===== src/rtl/core/b64b32_pkg.sv =====
// Package for the base64/base32 codec: sequencer states, register indexes, alphabet tables.
`default_nettype none

package b64b32_pkg;

  typedef enum logic [1:0] {
    ST_IDLE,
    ST_RUN,
    ST_FIN
  } seq_state_t;

  typedef enum logic {
    REG_ALPHABET_MODE = 1'b0,
    REG_DIRECTION     = 1'b1
  } cfg_reg_t;

  localparam logic [7:0] PAD_CHAR = 8'h3D;

  // group value to alphabet character; mode 1 is base32
  function automatic logic [7:0] enc_char(input logic mode, input logic [5:0] v);
    logic [7:0] c;
    logic [7:0] v8;
    v8 = {2'b00, v};
    if (mode) begin
      if (v[4:0] < 5'd26) begin
        c = 8'h41 + {3'b000, v[4:0]};
      end else begin
        c = 8'h32 + {3'b000, v[4:0]} - 8'd26;
      end
    end else begin
      if (v8 < 8'd26) begin
        c = 8'h41 + v8;
      end else if (v8 < 8'd52) begin
        c = 8'h61 + v8 - 8'd26;
      end else if (v8 < 8'd62) begin
        c = 8'h30 + v8 - 8'd52;
      end else if (v8 == 8'd62) begin
        c = 8'h2B;
      end else begin
        c = 8'h2F;
      end
    end
    return c;
  endfunction

  // lenient text byte to group value: {hit, value}
  function automatic logic [6:0] dec_map(input logic mode, input logic [7:0] c);
    logic [6:0] r;
    r = 7'd0;
    if (mode) begin
      if (c inside {[8'h41:8'h5A]}) begin
        r = {1'b1, 6'(c - 8'h41)};
      end else if (c inside {[8'h61:8'h7A]}) begin
        r = {1'b1, 6'(c - 8'h61)};
      end else if (c inside {[8'h32:8'h37]}) begin
        r = {1'b1, 6'(c - 8'h32 + 8'd26)};
      end else if (c == 8'h30) begin
        r = {1'b1, 6'd14};
      end else if (c == 8'h31) begin
        r = {1'b1, 6'd11};
      end else if (c == 8'h39) begin
        r = {1'b1, 6'd6};
      end
    end else begin
      if (c inside {[8'h41:8'h5A]}) begin
        r = {1'b1, 6'(c - 8'h41)};
      end else if (c inside {[8'h61:8'h7A]}) begin
        r = {1'b1, 6'(c - 8'h61 + 8'd26)};
      end else if (c inside {[8'h30:8'h39]}) begin
        r = {1'b1, 6'(c - 8'h30 + 8'd52)};
      end else if (c inside {8'h2B, 8'h2D}) begin
        r = {1'b1, 6'd62};
      end else if (c inside {8'h2F, 8'h5F}) begin
        r = {1'b1, 6'd63};
      end
    end
    return r;
  endfunction

endpackage

`default_nettype wire


===== src/rtl/core/base64_base32_codec.sv =====
// Streaming base64/base32 encoder and decoder, one byte per input transfer.
//
// Each input transfer is loaded, then its results are taken one at a time through a
// single shared extract unit (a barrel shift of the bit accumulator plus a group mask),
// then the sequencer finds that no further result is due and closes the item. In a
// steady stream, encoding a byte gives one or two characters; the last byte of a
// message adds the flush character and '=' padding, at most 8 results. Decoding
// gives at most one byte per character. in_stall is high from the cycle after a
// transfer until the item is closed. Results pass through a pending register and an
// output register, so a stall on the output holds the sequencer only when a second
// result is ready or the item closes with a result or end marker to send. A last
// text byte that yields no data byte gives one end marker (out_empty).
// Configuration must be written only while idle; the block does not enforce this.
`default_nettype none

module base64_base32_codec
  import b64b32_pkg::*;
(
  input  wire logic       clk,
  input  wire logic       rst,
  input  wire logic       cfg_write,
  input  wire logic       cfg_index,
  input  wire logic       cfg_data,
  input  wire logic       in_valid,
  output logic            in_stall,
  input  wire logic [7:0] in_byte,
  input  wire logic       in_last,
  output logic            out_valid,
  input  wire logic       out_stall,
  output logic [7:0]      out_byte,
  output logic            out_last,
  output logic            out_empty
);

  seq_state_t  state, state_next;
  logic        alphabet_mode, direction;
  logic [12:0] acc, acc_next;
  logic [3:0]  bit_count, bit_count_next;
  logic [2:0]  char_phase, char_phase_next;
  logic [20:0] wacc, wacc_next;
  logic [4:0]  wbits, wbits_next;
  logic [2:0]  phase, phase_next;
  logic [3:0]  cnt, cnt_next;
  logic        wlast, wlast_next;
  logic [7:0]  pend, pend_next;
  logic        pend_valid, pend_valid_next;

  logic        out_free, out_load;
  logic [7:0]  load_byte;
  logic        load_last, load_empty;

  logic [4:0]  grp;
  logic [4:0]  fw;
  logic [4:0]  sh_amt;
  logic [25:0] shifted;
  logic [7:0]  field;
  logic [6:0]  dm;
  logic        pad_due, produce, done;
  logic [7:0]  res;
  logic [4:0]  wbits_step;
  logic        need_out;

  assign grp      = alphabet_mode ? 5'd5 : 5'd6;
  assign fw       = direction ? 5'd8 : grp;
  // shared extract unit
  assign sh_amt   = wbits + 5'd5 - fw;
  assign shifted  = {wacc, 5'b00000} >> sh_amt;
  assign field    = shifted[7:0] & (direction ? 8'hFF : (alphabet_mode ? 8'h1F : 8'h3F));
  assign dm       = dec_map(alphabet_mode, in_byte);
  assign pad_due  = alphabet_mode ? (phase != 3'd0) : (phase[1:0] != 2'd0);
  assign out_free = !out_valid || !out_stall;
  assign in_stall = (state != ST_IDLE);
  assign need_out = pend_valid || (wlast && direction);

  always_comb begin
    produce    = 1'b0;
    done       = 1'b0;
    res        = 8'd0;
    wbits_step = wbits;
    if (!direction) begin
      if (wbits >= grp && cnt < 4'd8) begin
        produce    = 1'b1;
        res        = enc_char(alphabet_mode, field[5:0]);
        wbits_step = wbits - grp;
      end else if (wlast && wbits != 5'd0 && cnt < 4'd8) begin
        produce    = 1'b1;
        res        = enc_char(alphabet_mode, field[5:0]);
        wbits_step = 5'd0;
      end else if (wlast && pad_due && cnt < 4'd8) begin
        produce    = 1'b1;
        res        = PAD_CHAR;
      end else begin
        done       = 1'b1;
      end
    end else begin
      if (wbits >= 5'd8 && cnt < 4'd8) begin
        produce    = 1'b1;
        res        = field;
        wbits_step = wbits - 5'd8;
      end else begin
        done       = 1'b1;
      end
    end
  end

  always_comb begin
    state_next      = state;
    acc_next        = acc;
    bit_count_next  = bit_count;
    char_phase_next = char_phase;
    wacc_next       = wacc;
    wbits_next      = wbits;
    phase_next      = phase;
    cnt_next        = cnt;
    wlast_next      = wlast;
    pend_next       = pend;
    pend_valid_next = pend_valid;
    out_load        = 1'b0;
    load_byte       = pend;
    load_last       = 1'b0;
    load_empty      = 1'b0;
    case (state)
      ST_IDLE: begin
        if (in_valid) begin
          wlast_next      = in_last;
          phase_next      = char_phase;
          cnt_next        = 4'd0;
          pend_valid_next = 1'b0;
          if (!direction) begin
            wacc_next  = {acc, in_byte};
            wbits_next = {1'b0, bit_count} + 5'd8;
          end else if (dm[6]) begin
            wacc_next  = alphabet_mode ? {3'b000, acc, dm[4:0]} : {2'b00, acc, dm[5:0]};
            wbits_next = {1'b0, bit_count} + grp;
          end else begin
            wacc_next  = {8'd0, acc};
            wbits_next = {1'b0, bit_count};
          end
          state_next = ST_RUN;
        end
      end
      ST_RUN: begin
        if (produce) begin
          if (!pend_valid || out_free) begin
            out_load        = pend_valid;
            pend_next       = res;
            pend_valid_next = 1'b1;
            wbits_next      = wbits_step;
            cnt_next        = cnt + 4'd1;
            if (!direction) begin
              phase_next = phase + 3'd1;
            end
          end
        end else if (done) begin
          state_next = ST_FIN;
        end
      end
      ST_FIN: begin
        if (!need_out || out_free) begin
          out_load        = need_out;
          load_byte       = pend_valid ? pend : 8'd0;
          load_last       = wlast;
          load_empty      = !pend_valid;
          pend_valid_next = 1'b0;
          if (wlast) begin
            acc_next        = 13'd0;
            bit_count_next  = 4'd0;
            char_phase_next = 3'd0;
          end else begin
            acc_next        = wacc[12:0];
            bit_count_next  = wbits[3:0];
            char_phase_next = phase;
          end
          state_next = ST_IDLE;
        end
      end
      default: begin
        state_next = ST_IDLE;
      end
    endcase
  end

  always_ff @(posedge clk) begin
    if (rst) begin
      state         <= ST_IDLE;
      alphabet_mode <= 1'b0;
      direction     <= 1'b0;
      acc           <= 13'd0;
      bit_count     <= 4'd0;
      char_phase    <= 3'd0;
      cnt           <= 4'd0;
      pend_valid    <= 1'b0;
      out_valid     <= 1'b0;
    end else begin
      state      <= state_next;
      acc        <= acc_next;
      bit_count  <= bit_count_next;
      char_phase <= char_phase_next;
      cnt        <= cnt_next;
      pend_valid <= pend_valid_next;
      if (cfg_write) begin
        if (cfg_index == REG_ALPHABET_MODE) begin
          alphabet_mode <= cfg_data;
        end else begin
          direction <= cfg_data;
        end
      end
      if (out_load) begin
        out_valid <= 1'b1;
      end else if (!out_stall) begin
        out_valid <= 1'b0;
      end
    end
  end

  always_ff @(posedge clk) begin
    wacc  <= wacc_next;
    wbits <= wbits_next;
    phase <= phase_next;
    wlast <= wlast_next;
    pend  <= pend_next;
    if (out_load) begin
      out_byte  <= load_byte;
      out_last  <= load_last;
      out_empty <= load_empty;
    end
  end

  a_cnt_bound: assert property (@(posedge clk) disable iff (rst)
    cnt <= 4'd8)
    else $error("result count above eight");

  a_pend_busy: assert property (@(posedge clk) disable iff (rst)
    pend_valid |-> state != ST_IDLE)
    else $error("pending result left while idle");

  a_empty_marker: assert property (@(posedge clk) disable iff (rst)
    (out_valid && out_empty) |-> (out_last && out_byte == 8'd0))
    else $error("end marker malformed");

  a_last_clears: assert property (@(posedge clk) disable iff (rst)
    (state == ST_FIN && state_next == ST_IDLE && wlast) |=>
      (acc == 13'd0 && bit_count == 4'd0 && char_phase == 3'd0))
    else $error("message end did not clear state");

  a_load_free: assert property (@(posedge clk) disable iff (rst)
    out_load |-> out_free)
    else $error("output register overwritten");

endmodule

`default_nettype wire

===== config.mk =====
export PLATFORM = sky130hd
export DESIGN_NAME = base64_base32_codec
export DESIGN_NICKNAME = d
export VERILOG_FILES = /design/src/rtl/core/b64b32_pkg.sv /design/src/rtl/core/base64_base32_codec.sv
export SDC_FILE = /design/constraint.sdc
export NUM_CORES = 1
export LEC_CHECK = 0
export ABC_AREA = 1
export ABC_CLOCK_PERIOD_IN_PS = 8100
export BUFFER_PORTS_ARGS = -buffer_cell sky130_fd_sc_hd__buf_2
export CAP_MARGIN = 15
export CORE_MARGIN = 1.5
export CORE_UTILIZATION = 35
export DETAILED_ROUTE_END_ITERATION = 10
export SETUP_SLACK_MARGIN = 0.1
export SLEW_MARGIN = 20
export SYNTH_ARGS = -nofsm -noshare
export SYNTH_HDL_FRONTEND = slang
export SYNTH_SLANG_ARGS = --single-unit

===== constraint.sdc =====
create_clock -name clk -period 8.1 [get_ports clk]
set_clock_uncertainty 0.15 [all_clocks]
set_input_delay 0.405 -clock clk [delete_from_list [all_inputs] [get_ports clk]]
set_output_delay 0.405 -clock clk [all_outputs]
set_load 0.05 [all_outputs]

==> Yosys cells after proc, flatten, opt, wreduce, memory -nomap -nowiden <==
Cells that the tools add are included.
{ "classes": {"add_sub_neg": 23, "n_lt_le_gt_ge": 15, "n_eq_ne": 20, "n_shift": 1, "muxes": 82, "n_bitwise": 2, "reduce_logical": 38} }
{ "ops": {"columns": ["op", "count"], "rows": [
  ["$mux 8", 13],
  ["$mux 7", 12],
  ["$eq 8x6->1 const B", 6],
  ["$mux 5", 9],
  ["$mux 19", 2],
  ["$shr 26x5->8", 1],
  ["$mux 21", 1],
  ["$mux 1", 20],
  ["$mux 4", 5],
  ["$mux 3", 6],
  ["$sub 6x6->6 const B", 3],
  ["$add 7x6->8 const A", 2],
  ["$ge 8x6->1 const B", 2],
  ["$ge 8x7->1 const B", 2],
  ["$le 8x6->1 const B", 2],
  ["$le 8x7->1 const B", 2],
  ["$ne 2x2->1 const B", 7],
  ["$mux 13", 1],
  ["$add 6x5->6 const B", 2],
  ["$lt 6x6->1 const B", 2],
  ["$mux 6", 2],
  ["$logic_and 1x1->1", 11],
  ["$mux 2", 5],
  ["$pmux 5 s2", 1],
  ["other kinds (46)", 62]
]} }
{ "word_totals": {"register_bits": 78, "inputBits": 16, "out_inout_bits": 12, "wordCells": 198} }

==> Logic depth before layout (Yosys ltp) <==
{ "logic_depth": {"depth_word": 14, "mapped_depth": 26} }

==> Worst setup path before layout <==
OpenSTA, ideal clock, no wires.
{ "synth_path": {"kind": "register to register", "startpoint": "register alphabet_mode", "endpoint": "register pend[1], data pin", "setup_time_ps": 259, "t_arrival_ps": 3600, "t_required_ps": 7691, "slack_ps": 4091, "stages_incl_launch_ff": 23, "path_buffers": 3, "path_cell_list": "dfxtp_1 clkbuf_1 clkbuf_1 nor2_1 ha_1 inv_1 ha_1 fa_1 buf_4 inv_2 nand2_4 inv_4 nand2_1 nand4_1 nand2_1 inv_1 ha_1 inv_1 o21ai_0 a21oi_1 nor2_1 o21ai_1 o21ai_1"} }
{ "synth_between": {"elab_chain_cells": 14} }
{ "synth_lines": {"columns": ["element", "line_no", "text"], "rows": [
  ["start: declaration", "base64_base32_codec.sv:36", "logic alphabet_mode, direction;"],
  ["start signal: assignment", "base64_base32_codec.sv:203", "alphabet_mode <= cfg_data;"],
  ["$mux 2", "base64_base32_codec.sv:63", "assign grp = alphabet_mode ? 5'd5 : 5'd6;"],
  ["$mux 4", "base64_base32_codec.sv:64", "assign fw = direction ? 5'd8 : grp;"],
  ["$sub 5x4->5", "base64_base32_codec.sv:66", "assign sh_amt = wbits + 5'd5 - fw;"],
  ["$shr 26x5->8", "base64_base32_codec.sv:67", "assign shifted = {wacc, 5'b00000} >> sh_amt;"],
  ["$and 8x8->8", "base64_base32_codec.sv:68", "assign field = shifted[7:0] & (direction ? 8'hFF : (alphabet_mode ? 8'h1F : 8'h3F));"],
  ["$add 6x6->7", "b64b32_pkg.sv:36", "c = 8'h30 + v8 - 8'd52;"],
  ["$sub 7x6->8", "b64b32_pkg.sv:36", null],
  ["$mux 8", "b64b32_pkg.sv:35", "end else if (v8 < 8'd62) begin"],
  ["$mux 8", "b64b32_pkg.sv:33", "end else if (v8 < 8'd52) begin"],
  ["$mux 8", "b64b32_pkg.sv:31", "if (v8 < 8'd26) begin"],
  ["$mux 8", "b64b32_pkg.sv:24", "if (mode) begin"],
  ["$mux 8", "base64_base32_codec.sv:85", "end else if (wlast && wbits != 5'd0 && cnt < 4'd8) begin"],
  ["$mux 8", "base64_base32_codec.sv:81", "if (wbits >= grp && cnt < 4'd8) begin"],
  ["$mux 8 *", "base64_base32_codec.sv:80", "if (!direction) begin"],
  ["via res[1]", "base64_base32_codec.sv:59", "logic [7:0] res;"],
  ["end signal: assignment", "base64_base32_codec.sv:221", "pend <= pend_next;"],
  ["end: declaration", "base64_base32_codec.sv:45", "logic [7:0] pend, pend_next;"]
]} }
Mark *: on every way through the listed nets, which the timed path passes. The rest lies on a longest branch.
A chain may end at the register's enable or synchronous reset.

==> Worst setup path after layout <==
{ "layout_path": {"startpoint": "register direction", "endpoint": "register pend[1], data pin"} }
{ "layout_between": {"elab_chain_cells": 13} }
{ "layout_lines": {"columns": ["element", "line_no", "text"], "rows": [
  ["start: declaration", "base64_base32_codec.sv:36", null],
  ["start signal: assignment", "base64_base32_codec.sv:205", "direction <= cfg_data;"],
  ["$mux 4", "base64_base32_codec.sv:64", null],
  ["$sub 5x4->5", "base64_base32_codec.sv:66", null],
  ["$shr 26x5->8", "base64_base32_codec.sv:67", null],
  ["$and 8x8->8", "base64_base32_codec.sv:68", null],
  ["$add 6x6->7", "b64b32_pkg.sv:36", null],
  ["$sub 7x6->8", "b64b32_pkg.sv:36", null],
  ["$mux 8", "b64b32_pkg.sv:35", null],
  ["$mux 8", "b64b32_pkg.sv:33", null],
  ["$mux 8", "b64b32_pkg.sv:31", null],
  ["$mux 8", "b64b32_pkg.sv:24", null],
  ["$mux 8", "base64_base32_codec.sv:85", null],
  ["$mux 8", "base64_base32_codec.sv:81", null],
  ["$mux 8 *", "base64_base32_codec.sv:80", null],
  ["via res[1]", "base64_base32_codec.sv:59", null]
]} }
Marks and branches as above.

==> impl_metrics.env <==
export IMPL_min_to="wlast"
export IMPL_worstPathRequired_ns=8.04
export IMPL_reg2reg_to="pend[1]"
export IMPL_wl_mm=16.9
export IMPL_grt_busiest_layer="met2"
export IMPL_whs_ns=0.0969
export IMPL_min_period_over_period_pct=54.6
export IMPL_postCtsHoldBufs=0
export IMPL_fmax_mhz=226
export IMPL_vias=6047
export IMPL_die_area_um2=19500
export IMPL_arrival_ns=4.36
export IMPL_antenna_found_initial=0
export IMPL_finalSetupViolCount=0
export IMPL_insertion_delay_ns=0.35
export IMPL_wl_per_cell_um=14.6
export IMPL_grt_max_degree=44
export IMPL_tightest_slew_ns=0.888
export IMPL_io_pins=28
export IMPL_drv_slew=0
export IMPL_met3_usage_pct=2.89
export IMPL_met2_usage_pct=28.8
export IMPL_startpoint="direction"
export IMPL_fp_dieH_um=140
export IMPL_clkTransAtPathRegs_ns=0.07
export IMPL_grt_ovfl_total=0
export IMPL_dpl_cell_area_um2=6790
export IMPL_drtIter0Drc=584
export IMPL_cts_sinks=78
export IMPL_reg2reg_depth=20
export IMPL_cts_buffers=9
export IMPL_post_cts_resized=0
export IMPL_area_delta_synth_final_pct=8.05
export IMPL_avgSynthCellArea_um2=7.10
export IMPL_hp_class="in2reg"
export IMPL_io_buffer_count=27
export IMPL_grt_usage_pct=18.0
export IMPL_coreArea_um2=18100
export IMPL_critical_path_class="reg2reg"
export IMPL_final_hold_violation_count=0
export IMPL_layout_cells_most_common="nand2_1"
export IMPL_reg2reg_slack_ns=3.68
export IMPL_htreeDepth=3
export IMPL_cp_max_fo=38
export IMPL_regArea_um2=2040
export IMPL_synth_area_um2=6550
export IMPL_grt_util_met1_pct=24.7
export IMPL_multi_input_area_um2=3910
export IMPL_startpoint_type="flop"
export IMPL_synth_seq_cells=78
export IMPL_vias_per_cell=5.21
export IMPL_cts_root_buf="clkbuf_16"
export IMPL_fp_dieW_um=140
export IMPL_r2r_start="direction"
export IMPL_cp_end_kind="flop"
export IMPL_start_util_pct=36.1
export IMPL_hp_start="in_last"
export IMPL_nets=980
export IMPL_hpwl_mm=12.7
export IMPL_cts_tree="done"
export IMPL_stdcell_area_um2=7070
export IMPL_tns_ns=0
export IMPL_grt_pass1_vias=5735
export IMPL_clock_path_buffers=2
export IMPL_ys_warn_count=0
export IMPL_gp_congestion=0.922
export IMPL_synth_seq_area_share_pct=31.2
export IMPL_diodes=0
export IMPL_drv_cap=0
export IMPL_rsz0062_at_grt="no"
export IMPL_postCtsSetupBuffers=0
export IMPL_drive_gt1_share_pct=12.9
export IMPL_whs_path_depth=1
export IMPL_dr_pass1_iters=5
export IMPL_synth_cell_types=54
export IMPL_fill_cells=1888
export IMPL_num_rows=49
export IMPL_ant_nets=0
export IMPL_period_minus_slack_ns=4.42
export IMPL_status="finished clean"
export IMPL_syn_inst=922
export IMPL_layout_common_cells="nand2_1 (275), nand3_1 (93), inv_1 (91)"
export IMPL_syn_nets=975
export IMPL_max_slew_margin_pct=40.7
export IMPL_drcViolationCount=0
export IMPL_grt_pass1_wl_mm=28.4
## synth_stat cells, drive strengths merged
master  count  area, µm²
dfxtp      30        601
o21ai      51        270
a221oi      1       8.76
o21bai      2       15.0
xnor2       3       26.3
nand2b      1       6.26
xor2        8       70.1
o32ai       1       8.76
a41oi       1       8.76
o31ai       2       15.0
ha         34        425
nand3      97        505
buf        21        153
nand4      18        119
fa          3       60.1
nor2       55        302
nand3b      2       15.0
a21oi      53        277
nor3       12       70.1
o22ai      10       68.8
a31oi       3       18.8
nor3b       1       7.51
a22oi       1       7.51
clkinv      2       8.75
o211ai     13       97.6
a211oi     20        150
or2         2       12.5
and2        1       6.26
nand2     308       1310
inv       101        384
edfxtp     48       1440
clkbuf     15       56.3
nor4        2       18.8
## how the worst max path moves through the flow
| stage | endpoint |
|---|---|
| floorplan | pend[1] |
| global placement | pend[1] |
| detailed placement | pend[4] |
| CTS | pend[1] |
| global route | pend[4] |
| finish | pend[1] |
## state kept, by name, indices dropped and copies added, names as in the netlist
register and cells:
pend 8, out_empty 1, out_valid 1, bit_count 4, phase 3, wlast 1, state 2, wbits 5
alphabet_mode 1, wacc 21, pend_valid 1, cnt 4, out_byte 8, char_phase 3, acc 13, direction 1
out_last 1
## routing by layer
metal,wire [µm],vias up
li1,-,3109
met1,8320,2780
met2,7640,134
met3,663,24
met4,315,0
met5,0,-
## through the flow
step | worst slack (ns) | utilization [%] | instances
2_1_floorplan | 4.09 | - | 922
3_3_place_gp | 3.80 | 37.4 | 1145
3_5_place_dp | 3.69 | 37.4 | 1145
4_1_cts | 3.67 | 39.0 | 1161
5_1_grt | 3.26 | 39.0 | 1161
6_report | 3.68 | 39.0 | 1161
## critical path, stage by stage, from the launching register on
cell and delay, ns:
dfxtp_1 0.33, buf_4 0.36, nor2_1 0.10, ha_1 0.31, inv_1 0.06, ha_1 0.24, fa_1 0.90, inv_2 0.24
nand2_4 0.15, inv_4 0.05, nand2_1 0.06, nand4_1 0.10, nand2_1 0.25, inv_1 0.12, ha_1 0.28, inv_1 0.06
o21ai_0 0.07, a21oi_1 0.13, nor2_1 0.06, o21ai_1 0.06, o21ai_1 0.07
## cell type report
type | count | area share, %
flip-flops and latches | 78 | 28.9
clock inverters | 7 | 0.884
clock buffers | 9 | 3.18
inverters | 103 | 5.55
repair buffers | 30 | 2.23
multi-input cells | 705 | 55.2
well taps | 229 | 4.05
## logic make-up after synthesis
kind of cell | Yosys count | synth area share [%]
buf+inv | 139 | 9.19
fa+ha+maj | 37 | 7.42
compound gates | 158 | 14.4
xor+xnor | 11 | 1.47
flops | 78 | 31.2
simple gates | 499 | 36.3
Power is left out: the tool's default activity adds up to more than one toggle a clock period on the data nets, which glitch-free logic cannot reach.
